File: src/hdl/rlyatt_pkg.sv
// Package for the relay attenuator sequencer: word types, command type and codes.
// Used by every module in hdl; depends on nothing.
package rlyatt_pkg;

   // Request operations.
   localparam logic [1:0] OP_BOTH_LEVEL = 2'd0;
   localparam logic [1:0] OP_ONE_LEVEL  = 2'd1;
   localparam logic [1:0] OP_BOTH_RAW   = 2'd2;
   localparam logic [1:0] OP_ONE_RAW    = 2'd3;

   // Configuration register indexes.
   localparam logic [1:0] CSR_BALANCE = 2'd0;
   localparam logic [1:0] CSR_EXTRA   = 2'd1;
   localparam logic [1:0] CSR_SETTLE  = 2'd2;

   localparam logic [7:0] BALANCE_CENTER = 8'd128;
   localparam logic [7:0] BALANCE_MIN    = 8'd28;
   localparam logic [7:0] BALANCE_MAX    = 8'd228;
   localparam logic [7:0] EXTRA_RESET    = 8'd0;
   localparam logic [6:0] SETTLE_RESET   = 7'd10;
   localparam logic [7:0] CODE_MAX       = 8'd255;
   localparam logic [7:0] LEVEL_MAX      = 8'd100;

   // Expander addresses and registers.
   localparam logic [5:0] ADDR_LEFT  = 6'h20;
   localparam logic [5:0] ADDR_RIGHT = 6'h21;
   localparam logic [2:0] REG_SET    = 3'd2;
   localparam logic [2:0] REG_RESET  = 3'd3;
   localparam logic [2:0] REG_CFG0   = 3'd6;
   localparam logic [2:0] REG_CFG1   = 3'd7;

   // Command queue between front and back.
   localparam int QUEUE_DEPTH = 2;
   localparam int QUEUE_PTR_W = (QUEUE_DEPTH > 1) ? $clog2(QUEUE_DEPTH) : 1;
   localparam int QUEUE_CNT_W = $clog2(QUEUE_DEPTH + 1);

   // Step counter of the back end.
   localparam int STEP_W = 5;
   localparam logic [STEP_W-1:0] LAST_STEP_BOTH   = 5'd17;
   localparam logic [STEP_W-1:0] LAST_STEP_SINGLE = 5'd9;

   typedef enum logic [1:0] {
      KIND_WRITE  = 2'd0,
      KIND_WAIT   = 2'd1,
      KIND_REJECT = 2'd2
   } kind_type;

   typedef enum logic [1:0] {
      MODE_REJECT = 2'd0,
      MODE_BOTH   = 2'd1,
      MODE_SINGLE = 2'd2
   } cmd_mode_type;

   typedef struct packed {
      logic [1:0] operation;
      logic [7:0] level;
      logic       right_side;
   } req_type;

   typedef struct packed {
      kind_type   kind;
      logic [5:0] device_address;
      logic [2:0] register_index;
      logic [7:0] write_value;
      logic [6:0] wait_ms;
      logic       last;
   } rsp_type;

   typedef struct packed {
      logic [7:0] balance;
      logic [7:0] extra_attenuation;
      logic [6:0] settle_ms;
   } config_type;

   // A classified request: for one channel, code_left carries its code.
   typedef struct packed {
      cmd_mode_type mode;
      logic         right_side;
      logic [7:0]   code_left;
      logic [7:0]   code_right;
   } cmd_type;

endpackage

File: src/hdl/relay_attenuator_sequencer.sv
// Relay attenuator sequencer: configuration registers and the front, queue and back ends.
// Depends on rlyatt_pkg, rlyatt_front, rlyatt_queue and rlyatt_back.
// A request passes through a queue entry and the back end's command register before its
// first result word reaches the result register. Throughput: one result word per cycle
// while rsp_ready allows; two-channel requests give 18 words, one-channel 10, rejected 1.
// Reset: balance 128, extra attenuation 0, settle time 10 ms; queue and result empty.
module relay_attenuator_sequencer (
   input  logic                clock,
   input  logic                reset,
   input  logic                req_valid,
   output logic                req_ready,
   input  rlyatt_pkg::req_type req_data,
   output logic                rsp_valid,
   input  logic                rsp_ready,
   output rlyatt_pkg::rsp_type rsp_data,
   input  logic                csr_valid,
   output logic                csr_ready,
   input  logic [1:0]          csr_index,
   input  logic [7:0]          csr_data
);

   rlyatt_pkg::config_type cfg_ff, cfg_in;
   rlyatt_pkg::cmd_type    front_cmd;
   rlyatt_pkg::cmd_type    q_head;
   logic                   q_full;
   logic                   q_not_empty;
   logic                   q_pop;
   logic                   q_push;

   assign csr_ready = 1'b1;

   // A balance word outside the usable range leaves the register as it was.
   always_comb begin
      cfg_in = cfg_ff;
      if (csr_valid) begin
         case (csr_index)
            rlyatt_pkg::CSR_BALANCE: begin
               if ((csr_data >= rlyatt_pkg::BALANCE_MIN) &&
                   (csr_data <= rlyatt_pkg::BALANCE_MAX)) begin
                  cfg_in.balance = csr_data;
               end
            end
            rlyatt_pkg::CSR_EXTRA:  cfg_in.extra_attenuation = csr_data;
            rlyatt_pkg::CSR_SETTLE: cfg_in.settle_ms = csr_data[6:0];
            default:                cfg_in = cfg_ff;
         endcase
      end
   end

   always_ff @(posedge clock) begin
      if (reset) begin
         cfg_ff.balance           <= rlyatt_pkg::BALANCE_CENTER;
         cfg_ff.extra_attenuation <= rlyatt_pkg::EXTRA_RESET;
         cfg_ff.settle_ms         <= rlyatt_pkg::SETTLE_RESET;
      end else begin
         cfg_ff <= cfg_in;
      end
   end

   assign req_ready = !q_full;
   assign q_push    = req_valid && !q_full;

   rlyatt_front u_front (
      .req_data (req_data),
      .cfg      (cfg_ff),
      .cmd      (front_cmd)
   );

   rlyatt_queue u_queue (
      .clock     (clock),
      .reset     (reset),
      .push      (q_push),
      .push_cmd  (front_cmd),
      .full      (q_full),
      .pop       (q_pop),
      .not_empty (q_not_empty),
      .head_cmd  (q_head)
   );

   rlyatt_back u_back (
      .clock       (clock),
      .reset       (reset),
      .cfg         (cfg_ff),
      .q_not_empty (q_not_empty),
      .q_head      (q_head),
      .q_pop       (q_pop),
      .rsp_valid   (rsp_valid),
      .rsp_ready   (rsp_ready),
      .rsp_data    (rsp_data)
   );

endmodule

File: src/hdl/rlyatt_front.sv
// Front end: classifies a request and works out the channel codes.
// Depends on rlyatt_pkg; feeds rlyatt_queue.
module rlyatt_front (
   input  rlyatt_pkg::req_type    req_data,
   input  rlyatt_pkg::config_type cfg,
   output rlyatt_pkg::cmd_type    cmd
);

   logic [7:0] lv;
   logic [7:0] level_code;
   logic [7:0] code;
   logic [7:0] off_left;
   logic [7:0] off_right;
   logic [8:0] sum_left;
   logic [8:0] sum_right;
   logic [7:0] bal_left;
   logic [7:0] bal_right;
   logic [8:0] ext_left;
   logic [8:0] ext_right;
   logic       by_level;
   logic       both;

   assign lv = req_data.level;
   assign by_level = (req_data.operation == rlyatt_pkg::OP_BOTH_LEVEL) ||
                     (req_data.operation == rlyatt_pkg::OP_ONE_LEVEL);
   assign both = (req_data.operation == rlyatt_pkg::OP_BOTH_LEVEL) ||
                 (req_data.operation == rlyatt_pkg::OP_BOTH_RAW);

   // Piecewise volume curve: steeper steps toward the quiet end.
   always_comb begin
      if (lv >= 8'd25) begin
         level_code = 8'(8'd100 - lv);
      end else if (lv >= 8'd10) begin
         level_code = 8'(8'd75 + 8'(8'(8'd25 - lv) * 8'd2));
      end else if (lv >= 8'd6) begin
         level_code = 8'(8'd105 + 8'(8'(8'd10 - lv) * 8'd4));
      end else if (lv >= 8'd3) begin
         level_code = 8'(8'd121 + 8'(8'(8'd6 - lv) * 8'd6));
      end else if (lv >= 8'd1) begin
         level_code = 8'(8'd139 + 8'(8'(8'd3 - lv) * 8'd10));
      end else begin
         level_code = rlyatt_pkg::CODE_MAX;
      end
   end

   assign code = by_level ? level_code : lv;

   // Balance attenuates the side it leans away from.
   assign off_left  = (cfg.balance > rlyatt_pkg::BALANCE_CENTER) ?
                      8'(cfg.balance - rlyatt_pkg::BALANCE_CENTER) : 8'd0;
   assign off_right = (cfg.balance < rlyatt_pkg::BALANCE_CENTER) ?
                      8'(rlyatt_pkg::BALANCE_CENTER - cfg.balance) : 8'd0;

   assign sum_left  = {1'b0, code} + {1'b0, (both ? off_left : 8'd0)};
   assign sum_right = {1'b0, code} + {1'b0, off_right};
   assign bal_left  = sum_left[8]  ? rlyatt_pkg::CODE_MAX : sum_left[7:0];
   assign bal_right = sum_right[8] ? rlyatt_pkg::CODE_MAX : sum_right[7:0];
   assign ext_left  = {1'b0, bal_left}  + {1'b0, cfg.extra_attenuation};
   assign ext_right = {1'b0, bal_right} + {1'b0, cfg.extra_attenuation};

   always_comb begin
      cmd.right_side = req_data.right_side;
      cmd.code_left  = ext_left[8]  ? rlyatt_pkg::CODE_MAX : ext_left[7:0];
      cmd.code_right = ext_right[8] ? rlyatt_pkg::CODE_MAX : ext_right[7:0];
      if (by_level && (lv > rlyatt_pkg::LEVEL_MAX)) begin
         cmd.mode = rlyatt_pkg::MODE_REJECT;
      end else if (both) begin
         cmd.mode = rlyatt_pkg::MODE_BOTH;
      end else begin
         cmd.mode = rlyatt_pkg::MODE_SINGLE;
      end
   end

endmodule

File: src/hdl/rlyatt_queue.sv
// Short command queue between the front and back ends.
// Depends on rlyatt_pkg for the command type and depth.
module rlyatt_queue (
   input  logic                clock,
   input  logic                reset,
   input  logic                push,
   input  rlyatt_pkg::cmd_type push_cmd,
   output logic                full,
   input  logic                pop,
   output logic                not_empty,
   output rlyatt_pkg::cmd_type head_cmd
);

   rlyatt_pkg::cmd_type                  entry_ff [rlyatt_pkg::QUEUE_DEPTH];
   logic [rlyatt_pkg::QUEUE_PTR_W-1:0]   wr_ptr_ff, wr_ptr_in;
   logic [rlyatt_pkg::QUEUE_PTR_W-1:0]   rd_ptr_ff, rd_ptr_in;
   logic [rlyatt_pkg::QUEUE_CNT_W-1:0]   count_ff, count_in;

   assign full      = (count_ff == rlyatt_pkg::QUEUE_CNT_W'(rlyatt_pkg::QUEUE_DEPTH));
   assign not_empty = (count_ff != '0);
   assign head_cmd  = entry_ff[rd_ptr_ff];

   function automatic logic [rlyatt_pkg::QUEUE_PTR_W-1:0] next_ptr(
      input logic [rlyatt_pkg::QUEUE_PTR_W-1:0] ptr);
      if (ptr == rlyatt_pkg::QUEUE_PTR_W'(rlyatt_pkg::QUEUE_DEPTH - 1)) begin
         return '0;
      end
      return ptr + 1'b1;
   endfunction

   always_comb begin
      wr_ptr_in = push ? next_ptr(wr_ptr_ff) : wr_ptr_ff;
      rd_ptr_in = pop  ? next_ptr(rd_ptr_ff) : rd_ptr_ff;
      count_in  = count_ff;
      if (push && !pop) begin
         count_in = count_ff + 1'b1;
      end else if (pop && !push) begin
         count_in = count_ff - 1'b1;
      end
   end

   always_ff @(posedge clock) begin
      if (reset) begin
         wr_ptr_ff <= '0;
         rd_ptr_ff <= '0;
         count_ff  <= '0;
      end else begin
         wr_ptr_ff <= wr_ptr_in;
         rd_ptr_ff <= rd_ptr_in;
         count_ff  <= count_in;
      end
   end

   always_ff @(posedge clock) begin
      if (push) begin
         entry_ff[wr_ptr_ff] <= push_cmd;
      end
   end

endmodule

File: src/hdl/rlyatt_back.sv
// Back end: steps through the write and wait sequence of one command per request, one
// word a cycle into the result register unless rsp_ready stalls. Depends on rlyatt_pkg.
module rlyatt_back (
   input  logic                   clock,
   input  logic                   reset,
   input  rlyatt_pkg::config_type cfg,
   input  logic                   q_not_empty,
   input  rlyatt_pkg::cmd_type    q_head,
   output logic                   q_pop,
   output logic                   rsp_valid,
   input  logic                   rsp_ready,
   output rlyatt_pkg::rsp_type    rsp_data
);

   rlyatt_pkg::cmd_type           cmd_ff, cmd_in;
   logic                          active_ff, active_in;
   logic [rlyatt_pkg::STEP_W-1:0] step_ff, step_in;
   logic                          out_valid_ff, out_valid_in;
   rlyatt_pkg::rsp_type           out_ff, out_in;
   rlyatt_pkg::rsp_type           word;
   logic [rlyatt_pkg::STEP_W-1:0] last_step;
   logic                          advance;
   logic                          at_last;
   logic [5:0]                    single_addr;

   assign single_addr = cmd_ff.right_side ? rlyatt_pkg::ADDR_RIGHT : rlyatt_pkg::ADDR_LEFT;

   always_comb begin
      case (cmd_ff.mode)
         rlyatt_pkg::MODE_BOTH:   last_step = rlyatt_pkg::LAST_STEP_BOTH;
         rlyatt_pkg::MODE_SINGLE: last_step = rlyatt_pkg::LAST_STEP_SINGLE;
         default:                 last_step = '0;
      endcase
   end

   assign at_last = (step_ff == last_step);
   assign advance = active_ff && (!out_valid_ff || rsp_ready);

   // Word for the current step; fields not used by a word stay zero.
   always_comb begin
      word                = '0;
      word.kind           = rlyatt_pkg::KIND_WRITE;
      word.last           = at_last;
      case (cmd_ff.mode)
         rlyatt_pkg::MODE_BOTH: begin
            case (step_ff)
               5'd0:  begin word.device_address = rlyatt_pkg::ADDR_LEFT;
                            word.register_index = rlyatt_pkg::REG_CFG0; end
               5'd1:  begin word.device_address = rlyatt_pkg::ADDR_LEFT;
                            word.register_index = rlyatt_pkg::REG_CFG1; end
               5'd2:  begin word.device_address = rlyatt_pkg::ADDR_RIGHT;
                            word.register_index = rlyatt_pkg::REG_CFG0; end
               5'd3:  begin word.device_address = rlyatt_pkg::ADDR_RIGHT;
                            word.register_index = rlyatt_pkg::REG_CFG1; end
               5'd4, 5'd9: begin
                  word.device_address = rlyatt_pkg::ADDR_LEFT;
                  word.register_index = rlyatt_pkg::REG_SET;
                  word.write_value    = cmd_ff.code_left;
               end
               5'd5:  begin word.device_address = rlyatt_pkg::ADDR_LEFT;
                            word.register_index = rlyatt_pkg::REG_RESET; end
               5'd6, 5'd11: begin
                  word.device_address = rlyatt_pkg::ADDR_RIGHT;
                  word.register_index = rlyatt_pkg::REG_SET;
                  word.write_value    = cmd_ff.code_right;
               end
               5'd7:  begin word.device_address = rlyatt_pkg::ADDR_RIGHT;
                            word.register_index = rlyatt_pkg::REG_RESET; end
               5'd8, 5'd13: begin
                  word.kind    = rlyatt_pkg::KIND_WAIT;
                  word.wait_ms = cfg.settle_ms;
               end
               5'd10: begin
                  word.device_address = rlyatt_pkg::ADDR_LEFT;
                  word.register_index = rlyatt_pkg::REG_RESET;
                  word.write_value    = ~cmd_ff.code_left;
               end
               5'd12: begin
                  word.device_address = rlyatt_pkg::ADDR_RIGHT;
                  word.register_index = rlyatt_pkg::REG_RESET;
                  word.write_value    = ~cmd_ff.code_right;
               end
               5'd14: begin word.device_address = rlyatt_pkg::ADDR_LEFT;
                            word.register_index = rlyatt_pkg::REG_SET; end
               5'd15: begin word.device_address = rlyatt_pkg::ADDR_LEFT;
                            word.register_index = rlyatt_pkg::REG_RESET; end
               5'd16: begin word.device_address = rlyatt_pkg::ADDR_RIGHT;
                            word.register_index = rlyatt_pkg::REG_SET; end
               5'd17: begin word.device_address = rlyatt_pkg::ADDR_RIGHT;
                            word.register_index = rlyatt_pkg::REG_RESET; end
               default: begin
                  word.device_address = '0;
               end
            endcase
         end
         rlyatt_pkg::MODE_SINGLE: begin
            word.device_address = single_addr;
            case (step_ff)
               5'd0: word.register_index = rlyatt_pkg::REG_CFG0;
               5'd1: word.register_index = rlyatt_pkg::REG_CFG1;
               5'd2, 5'd5: begin
                  word.register_index = rlyatt_pkg::REG_SET;
                  word.write_value    = cmd_ff.code_left;
               end
               5'd3, 5'd9: word.register_index = rlyatt_pkg::REG_RESET;
               5'd4, 5'd7: begin
                  word.kind           = rlyatt_pkg::KIND_WAIT;
                  word.device_address = '0;
                  word.wait_ms        = cfg.settle_ms;
               end
               5'd6: begin
                  word.register_index = rlyatt_pkg::REG_RESET;
                  word.write_value    = ~cmd_ff.code_left;
               end
               5'd8: word.register_index = rlyatt_pkg::REG_SET;
               default: word.register_index = '0;
            endcase
         end
         default: begin
            word.kind = rlyatt_pkg::KIND_REJECT;
         end
      endcase
   end

   // The next command is taken in the same cycle as the last word of the
   // current one, so sequences run without a gap.
   assign q_pop = q_not_empty && (!active_ff || (advance && at_last));

   always_comb begin
      cmd_in       = cmd_ff;
      active_in    = active_ff;
      step_in      = step_ff;
      out_in       = out_ff;
      out_valid_in = out_valid_ff;
      if (rsp_ready) begin
         out_valid_in = 1'b0;
      end
      if (advance) begin
         out_in       = word;
         out_valid_in = 1'b1;
         step_in      = step_ff + 1'b1;
         if (at_last) begin
            active_in = 1'b0;
         end
      end
      if (q_pop) begin
         cmd_in    = q_head;
         active_in = 1'b1;
         step_in   = '0;
      end
   end

   always_ff @(posedge clock) begin
      if (reset) begin
         active_ff    <= 1'b0;
         out_valid_ff <= 1'b0;
         step_ff      <= '0;
      end else begin
         active_ff    <= active_in;
         out_valid_ff <= out_valid_in;
         step_ff      <= step_in;
      end
   end

   always_ff @(posedge clock) begin
      cmd_ff <= cmd_in;
      out_ff <= out_in;
   end

   assign rsp_valid = out_valid_ff;
   assign rsp_data  = out_ff;

endmodule

File: config.mk
export PLATFORM = sky130hd
export DESIGN_NAME = relay_attenuator_sequencer
export DESIGN_NICKNAME = d
export VERILOG_FILES = /design/src/hdl/rlyatt_pkg.sv /design/src/hdl/relay_attenuator_sequencer.sv /design/src/hdl/rlyatt_front.sv /design/src/hdl/rlyatt_queue.sv /design/src/hdl/rlyatt_back.sv
export SDC_FILE = /design/constraint.sdc
export NUM_CORES = 1
export LEC_CHECK = 0
export ABC_AREA = 1
export BUFFER_PORTS_ARGS = -buffer_cell sky130_fd_sc_hd__buf_2
export CORE_MARGIN = 2
export CORE_UTILIZATION = 55
export DETAILED_ROUTE_END_ITERATION = 8
export MAX_ROUTING_LAYER = met4
export PLACE_DENSITY = 0.76
export SLEW_MARGIN = 20
export SYNTH_ARGS = -nofsm -noshare
export SYNTH_HDL_FRONTEND = slang
export SYNTH_HIERARCHICAL = 1
export SYNTH_SLANG_ARGS = --single-unit
File: constraint.sdc
create_clock -name clock -period 5.15 [get_ports clock]
set_clock_uncertainty 0.05 [all_clocks]
set_input_delay 0.2575 -clock clock [delete_from_list [all_inputs] [get_ports clock]]
set_output_delay 0.2575 -clock clock [all_outputs]
set_load 0.01 [all_outputs]
# ---- Word level (Yosys, flattened, before mapping)
# Memories as Yosys holds them, arrays and structs flattened. A register that Yosys moved wholly into a read port is not among the register bits.
# Index checks and enable logic that the tools add are counted.
dict set report word_totals {
  inputBits 26
  mem_bits_rw 38
  output_inout_bits 30
  elab_cells 161
  ff_bits 61
  memories 1
}
# name depth width rd rd_ports_with_merged_regs wr line
set mem_list {}
lappend mem_list {u_queue.entry_ff 2 19 1 1 1 rlyatt_queue.sv:14} ;# rlyatt_pkg::cmd_type entry_ff [rlyatt_pkg::QUEUE_DEPTH];
dict set report op_classes {
  muxes 43
  bitwise_logic 2
  add_sub_neg 20
  n_eq_ne 25
  reduce_logical 43
  n_lt_le_gt_ge 10
  mul 2
}
# operator n
set op_table {}
lappend op_table {{$mux 8} 13}
lappend op_table {{$pmux 24 s2} 1}
lappend op_table {{$eq 5x4->1 const B} 8}
lappend op_table {{$add 8x8->9} 4}
lappend op_table {{$pmux 8 s4} 1}
lappend op_table {{$add 7x8->8 const A} 3}
lappend op_table {{$pmux 3 s4} 2}
lappend op_table {{$mux 7} 3}
lappend op_table {{$eq 5x3->1 const B} 4}
lappend op_table {{$ge 8x5->1 const B} 2}
lappend op_table {{$not 8->8} 2}
lappend op_table {{$pmux 8 s2} 1}
lappend op_table {{$reduce_or 2->1} 8}
lappend op_table {{$reduce_or 8->1} 2}
lappend op_table {{$mux 1} 15}
lappend op_table {{$pmux 6 s2} 1}
lappend op_table {{$reduce_or 6->1} 2}
lappend op_table {{$eq 5x2->1 const B} 2}
lappend op_table {{$eq 5x5->1 const B} 2}
lappend op_table {{$pmux 5 s2} 1}
lappend op_table {{$reduce_bool 2->1} 5}
lappend op_table {{$add 8x8->8 const A} 1}
lappend op_table {{$eq 2x2->1 const B} 4}
lappend op_table {{$ge 8x1->1 const B} 1}
lappend op_table {{other kinds (33)} 57}

# ---- Depth between registers and ports, before layout
# Gate-level depths: netlist (run 1).
dict set report logic_depth {
  depth_word 13
  depth_mapped 39
  depth_no_buf 38
}

# ---- Modules after synthesis
# Netlist (run 1), hierarchy kept.
# module area_each_um2 cells_per_inst instances seq_area_each_um2
set by_module_without_submodules {}
lappend by_module_without_submodules {rlyatt_front 3269.4 554 1 0.0}
lappend by_module_without_submodules {rlyatt_back 2736.4 311 1 1401.3}
lappend by_module_without_submodules {rlyatt_queue 1650.3 92 1 1241.2}
lappend by_module_without_submodules {relay_attenuator_sequencer 991.0 131 1 460.4}

# ---- Worst setup path after synthesis (run 1)
# Ideal clock, no wire load.
dict set report synth_path {
  path_kind {input-to-reg}
  start {input port req_data[1] (netlist name)}
  end {memory u_queue/entry_ff[0][10] (netlist name), data pin}
  slack_ns -0.179
  path_buffers 0
  setup_time_ns 0.290
  arrival_ns 4.988
  required_ns 4.810
  cell_stages 32
  path_cell_list {ha_1 > inv_2 > nand2_1 > nand2_2 > inv_2 > fa_1 > xor2_2 > ha_1 > a21oi_1 > a221o_1 > o211ai_1 > a22oi_1 > ha_1 > a21oi_1 > o21bai_1 > nand2_1 > nand2_1 > a21oi_1 > inv_1 > or2_2 > ha_1 > inv_1 > fa_1 > nor2_1 > o21ai_0 > nand2_1 > a21oi_1 > o21bai_1 > nand2_1 > nand2_1 > a21oi_1 > o21ai_0}
}
# element line
set synth_lines {}
lappend synth_lines {{start, declared} relay_attenuator_sequencer.sv:12} ;# input rlyatt_pkg::req_type req_data,
lappend synth_lines {{end, declared} rlyatt_queue.sv:14}

==> out/qor.yml, run 1 <==
clock_tree:
  cts.hold.buffers_added: 0
  cts_sinks: 115
  cts_tree: "done"
  insertion_delay_ns: 0.42
  clock_path_buffers: 2
  clk_pin_slew_worst_paths_ns: 0.06
  clockRootBuffer: "clkbuf_16"
  cts-htree-levels: 4
  cts_made_buffers: 17
critical_path:
  cpMaxStageDelayCell: "fa_2"
  setup.worst_path.start_class: "input pin"
  slowest_delay_ns: 0.47
  path_class: "in2reg"
  crit_path_end_kind: "flip-flop"
  cpMostUsedCell: "nand2_1"
  worst_ep_required_time_ns: 5.26
  path_max_fanout: 5
  arrival_ns: 5.16
logic_synthesis:
  synth_seq_cells: 115
  synth_top_area_share_pct: 27.78
  synth_area_um2: 8647
  syn_avg_cell_area_um2: 7.948
  synth-main-ff-cell: "edfxtp_1"
  yosysWarningCount: 6
  async_flop_share_pct: 0
  synth_cells: 1088
  synth_area_leaders: "edfxtp_1 28%, nand2_1 10%, ha_1 9.8%"
  synth_top_cell_by_area: "edfxtp_1"
  synth_edf_count: 80
  ys_seq_area_share_pct: 35.88
  ys_types: 55
timing:
  finalCritPeriodShare_pct: 98.09
  finalCriticalPeriod_ns: 5.052
  relSlewSlack_pct: 30.83
  hold_viol: 0
  whs_ns: 0.01980
  finalSetupViolations: 0
  slew_viol_final: 0
  tightest_slew_ns: 1.036
  max_freq_mhz: 197.9
power:
  p_leak_nw: 5.050
  sw_frac_of_total_pct: 34.72
  power_frac_clock_pct: 29.2
  p_int_w: 0.002570
  powerDensity_nw_per_um2: 368.4
  power_w: 0.003937
  peakVddDrop_v: 0.0002442
  comb_power_share_pct: 34.3
  pwr-share-seq_pct: 36.5
  switchingPower_w: 0.001367
die:
  io_pins: 56
  std_cell_rows: 45
  chipWidth_um: 129.4
  start_util_pct: 56.67
  die_area_um2: 16740
  coreArea_um2: 15260
  die_y_um: 129.4
detailed_routing:
  drt-initial-drc-count: 458
  totalWireLength_um: 20890
  antenna_left: 0
  drc: 0
  vias: 7554
  avgViaCountPerCell: 5.139
  drt_first_pass_iters: 6
  wire_per_inst_um: 14.21
final_layout:
  syn_to_final_growth_pct: 23.59
  nNetsFinal: 1346
  drive_above_1_share_pct: 26.29
  final_common_cell: "nand2_1"
  antenna_cells: 0
  layout_common_cells: "228 x nand2_1, 155 x inv_1, 107 x buf_4, 83 x nor2_1, 80 x edfxtp_1"
  num-fill-cells: 1228
global_routing:
  globalRouteTotalUtil_pct: 25.97
  grt-ovfl-total: 0
  grt_max_degree: 28
  antenna_found_initial: 0
  grt_pass1_wl_um: 33480
  grt_pass1_vias: 7236
job:
  cap_violations: 0
place:
  gp_congestion: 0.9569
  place_hpwl_um: 15250
  portBuffers: 50
min_path:
  hold_path_class: "in2reg"
status:
  status: "finished, final reports clean"
==> registers in the layout (all words and copies together), names as in the netlist, named ones only <==
| signal | flops |
|---|---|
| u_queue/entry_ff | 38 |
| cfg_ff | 23 |
| u_back/rsp_data | 23 |
| u_back/cmd_ff | 19 |
| u_back/step_ff | 5 |
| u_queue/count_ff | 2 |
| u_back/active_ff | 1 |
| u_back/rsp_valid | 1 |
| u_queue/rd_ptr_ff | 1 |
| u_queue/wr_ptr_ff | 1 |
==> repair_timing <==
action,CTS,global route
endpoints found under the setup margin,0,32
gates resized for setup,0,77
buffers inserted,0,9
==> path summary, 6_finish.rpt <==
kind,from,endpoint,slack (ns),cells after the start
setup reg to reg,cfg_ff[16],u_queue/entry_ff[1][9],0.65,29
setup / recovery,req_data[3],u_queue/entry_ff[1][9],0.1,34
hold reg to reg,cfg_ff[1],cfg_ff[1],0.43,2
hold / removal,req_data[0],u_queue/entry_ff[1][16],0.02,1
==> power by group through the flow <==
stage	Combinational [W]	Clock (W)	Sequential, W
floorplan	0.000885	0	0.00143
global placement	0.00123	0	0.00144
detailed placement	0.00126	0	0.00145
CTS	0.00127	0.00116	0.00144
global route	0.00151	0.00121	0.00146
finish	0.00135	0.00115	0.00144
==> cell usage after synthesis, types with 8 or more instances <==
master	number
o21ai_1	9
a21oi_1	77
inv_2	9
nor2_2	14
mux2_2	9
nor2_1	86
ha_1	68
xor2_1	25
mux2_4	10
xnor2_1	13
nand2_2	15
inv_1	161
edfxtp_1	80
o211ai_1	8
nand2_1	236
o21ai_0	69
dfxtp_1	35
nor3_1	11
o21bai_1	9
nand3_1	55
==> per-layer routing <==
| layer | share of wire, % | global-route usage, % |
|---|---|---|
| met1 | 43 | 31.40 |
| met4 | 2.2 | 9.591 |
| met3 | 3.9 | 3.675 |
| met2 | 50 | 44.24 |
| met5 | 0 | - |
==> layout make-up <==
cell class | count | area, µm² | share of cell area, %
Clock inverter | 15 | 153.9 | 1.440
Multi-Input combinational cell | 779 | 4981 | 46.61
Tap cell | 211 | 264.0 | 2.470
Inverter | 174 | 670.6 | 6.276
Clock buffer | 17 | 425.4 | 3.981
Timing Repair Buffer | 159 | 1089 | 10.19
Sequential cell | 115 | 3103 | 29.04
==> critical path, delay by kind of cell <==
kind                     cells  cell delay [ns]
AO/OA/AOI/OAI               10             1.41
XOR/XNOR                     1             0.18
adder cells (fa/ha/maj)      7             1.78
buffers and inverters        7             0.62
AND/OR/NAND/NOR              9             0.89
==> metrics by stage <==
stage,std cells,util (%),setup TNS [ns],area [µm²],setup slack (ns)
after floorplan,1091,-,0,8673,0.02457
after global placement,1429,63.79,-5.450,9733,-0.2132
after detailed placement,1429,63.79,-9.808,9733,-0.3693
after CTS,1461,67.59,0,10310,0.004805
after global routing,1470,70.04,-3.607,10690,-0.1822
final,1470,70.04,0,10690,0.09817
==> logic make-up (layout without fill, tap and decap cells) <==
kind of cell / after synthesis / count (layout) / share of synthesized area, %
AND/OR/NAND/NOR: 448 / 448 / 23.28
buffers and inverters: 197 / 365 / 10.04
AO/OA/AOI/OAI: 192 / 192 / 12.30
flip-flops: 115 / 115 / 35.88
adder cells (fa/ha/maj): 74 / 74 / 11.23
XOR/XNOR: 40 / 40 / 4.225
multiplexers: 19 / 19 / 2.908
other: 3 / 6 / 0.1302
Power figures use the tool's default switching activity.
==> inputs of run 2 (changes only) <==
--- a/config.mk
+++ b/config.mk
@@ -11,7 +11,7 @@
 export CORE_UTILIZATION = 55
 export DETAILED_ROUTE_END_ITERATION = 8
 export MAX_ROUTING_LAYER = met4
-export PLACE_DENSITY = 0.76
+export PLACE_DENSITY = 0.73
 export SLEW_MARGIN = 20
 export SYNTH_ARGS = -nofsm -noshare
 export SYNTH_HDL_FRONTEND = slang
==> out/qor.yml, run 2 (synthesis gave the netlist of run 1 again) <==
timing:
  finalCriticalPeriod_ns: 4.947  # -0.1047 ns
  finalCritPeriodShare_pct: 96.06  # -2.0 points
  whs_ns: 0.07130  # +0.05149 ns
  relSlewSlack_pct: 31.49  # +0.66 points
  finalSetupViolations: 0  # unchanged
  tightest_slew_ns: 1.026  # -0.009851 ns
  slew_viol_final: 0  # unchanged
  hold_viol: 0  # unchanged
  max_freq_mhz: 202.1  # +2.1%
power:
  powerDensity_nw_per_um2: 372.6  # +1.1%
  p_leak_nw: 5.119  # +1.4%
  pwr-share-seq_pct: 35.2  # -1.3 points
  comb_power_share_pct: 34.0  # -0.3 points
  power_frac_clock_pct: 30.8  # +1.6 points
  peakVddDrop_v: 0.0002464  # +0.88%
  sw_frac_of_total_pct: 33.93  # -0.78 points
  switchingPower_w: 0.001385  # +1.4%
  p_int_w: 0.002697  # +4.9%
min_path:
  hold_start: "rsp_ready"
  hold_path_class: "in2reg"
global_routing:
  grt_max_degree: 27  # -3.6%
  grt_pass1_wl_um: 32620  # -2.6%
  antenna_found_initial: 0  # unchanged
  grt_pass1_vias: 6873  # -5.0%
  globalRouteTotalUtil_pct: 25.43  # -0.54 points
  grt-ovfl-total: 0  # unchanged
clock_tree:
  cts-htree-levels: 4  # unchanged
  clockRootBuffer: "clkbuf_16"
  cts_sinks: 115  # unchanged
  insertion_delay_ns: 0.43  # about the same
  clk_pin_slew_worst_paths_ns: 0.05  # about the same
  cts_made_buffers: 17  # unchanged
  clock_path_buffers: 2  # unchanged
  cts_tree: "done"
final_layout:
  antenna_cells: 0  # unchanged
  layout_common_cells: "224 x nand2_1, 152 x inv_1, 115 x buf_4, 80 x edfxtp_1, 79 x nor2_1"
  syn_to_final_growth_pct: 26.71
  final_util_pct: 71.81  # +1.8 points
  largest_reg_flops: 38  # unchanged
  final_common_cell: "nand2_1"
  stdcell_area_um2: 10960  # +2.5%
  regMostFlops: "u_queue/entry_ff"
  num-fill-cells: 1156  # -5.9%
  drive_above_1_share_pct: 28.23  # +1.9 points
  nNetsFinal: 1355  # +0.67%
die:
  die_y_um: 129.4  # unchanged
  chipWidth_um: 129.4  # unchanged
  io_pins: 56  # unchanged
  std_cell_rows: 45  # unchanged
  start_util_pct: 56.67  # unchanged
  die_area_um2: 16740  # unchanged
  coreArea_um2: 15260  # unchanged
critical_path:
  slowest_delay_ns: 0.56  # +0.09 ns
  cpMostUsedCell: "nand2_1"
  arrival_ns: 5.07  # -0.09 ns
  path_max_fanout: 6  # +1
  crit_path_end_kind: "flip-flop"
  setup.worst_path.start_class: "input pin"
  worst_ep_required_time_ns: 5.27  # about the same
  cpMaxStageDelayCell: "fa_2"
  crit_start: "req_data[3]"
  r2r_slack_ns: 0.78  # +0.13 ns
  r2r_start: "cfg_ff[15]"
  path_class: "in2reg"
detailed_routing:
  drc: 0  # unchanged
  drt-initial-drc-count: 520  # +14%
  wire_per_inst_um: 13.96  # -1.8%
  drt_first_pass_iters: 7  # +1
  vias: 7575  # +0.28%
  totalWireLength_um: 20640  # -1.2%
  antenna_left: 0  # unchanged
  avgViaCountPerCell: 5.122  # -0.33%
place:
  portBuffers: 50  # unchanged
  gp_congestion: 0.9432  # -1.4%
  place_hpwl_um: 14760  # -3.2%
  place_area_um2: 9741  # about the same
status:
  status: "finished, final reports clean"
job:
  cap_violations: 0  # unchanged
-- run 2: final timing paths --
kind	to	cells after the start
worst max register to register	u_queue/entry_ff[1][8]	30
worst max-delay path	u_queue/entry_ff[0][6]	36
worst min register to register	cfg_ff[1]	2
worst min-delay path	u_back/rsp_valid	4
-- run 2: power by group through the flow --
stage                     clock network (W)  registers (W)  logic (W)
after global placement                    0        0.00144    0.00123
final                               0.00126        0.00144    0.00139
after detailed placement                  0        0.00145    0.00126
after global routing                0.00132        0.00146    0.00155
after CTS                           0.00127        0.00143    0.00127
after floorplan                           0        0.00143   0.000885
-- run 2: worst max-delay path, delay by kind of cell --
kind,cells,cell delay (ns)
AO/OA/AOI/OAI,11,1.60
adder cells (fa/ha/maj),5,1.40
buffers and inverters,10,0.94
AND/OR/NAND/NOR,10,0.85
-- run 2: repair_timing --
action	CTS	global route
endpoints found under the setup margin	0	32
gates resized for setup	0	111
buffers inserted	0	16
hold endpoints to repair	2	0
hold buffers	1	0
-- run 2: per-stage QoR --
stage / cells / setup TNS, ns / setup slack, ns / power, W
after floorplan: 1091 / 0 / 0.02457 / 0.002315
after global placement: 1430 / -5.873 / -0.2183 / 0.002672
after detailed placement: 1430 / -9.861 / -0.3646 / 0.002705
after CTS: 1463 / 0 / 0.02883 / 0.003981
after global routing: 1479 / -1.058 / -0.07365 / 0.004339
final: 1479 / 0 / 0.2028 / 0.004082
-- run 2: routing by layer --
metal / vias up / track usage [%] / share of wire, %
met2: 206 / 40.65 / 49
met5: - / - / 0
met1: 3426 / 32.75 / 45
met4: 0 / 8.887 / 2.4
li1: 3895 / - / -
met3: 48 / 4.377 / 4.2
-- run 2: layout make-up --
cell class	count	area [µm²]	area share [%]
Multi-Input combinational cell	779	5111	46.65
Sequential cell	115	3103	28.32
Timing Repair Buffer	168	1175	10.72
Inverter	174	673.1	6.144
Clock buffer	18	429.2	3.917
Tap cell	211	264.0	2.409
Clock inverter	14	201.4	1.839
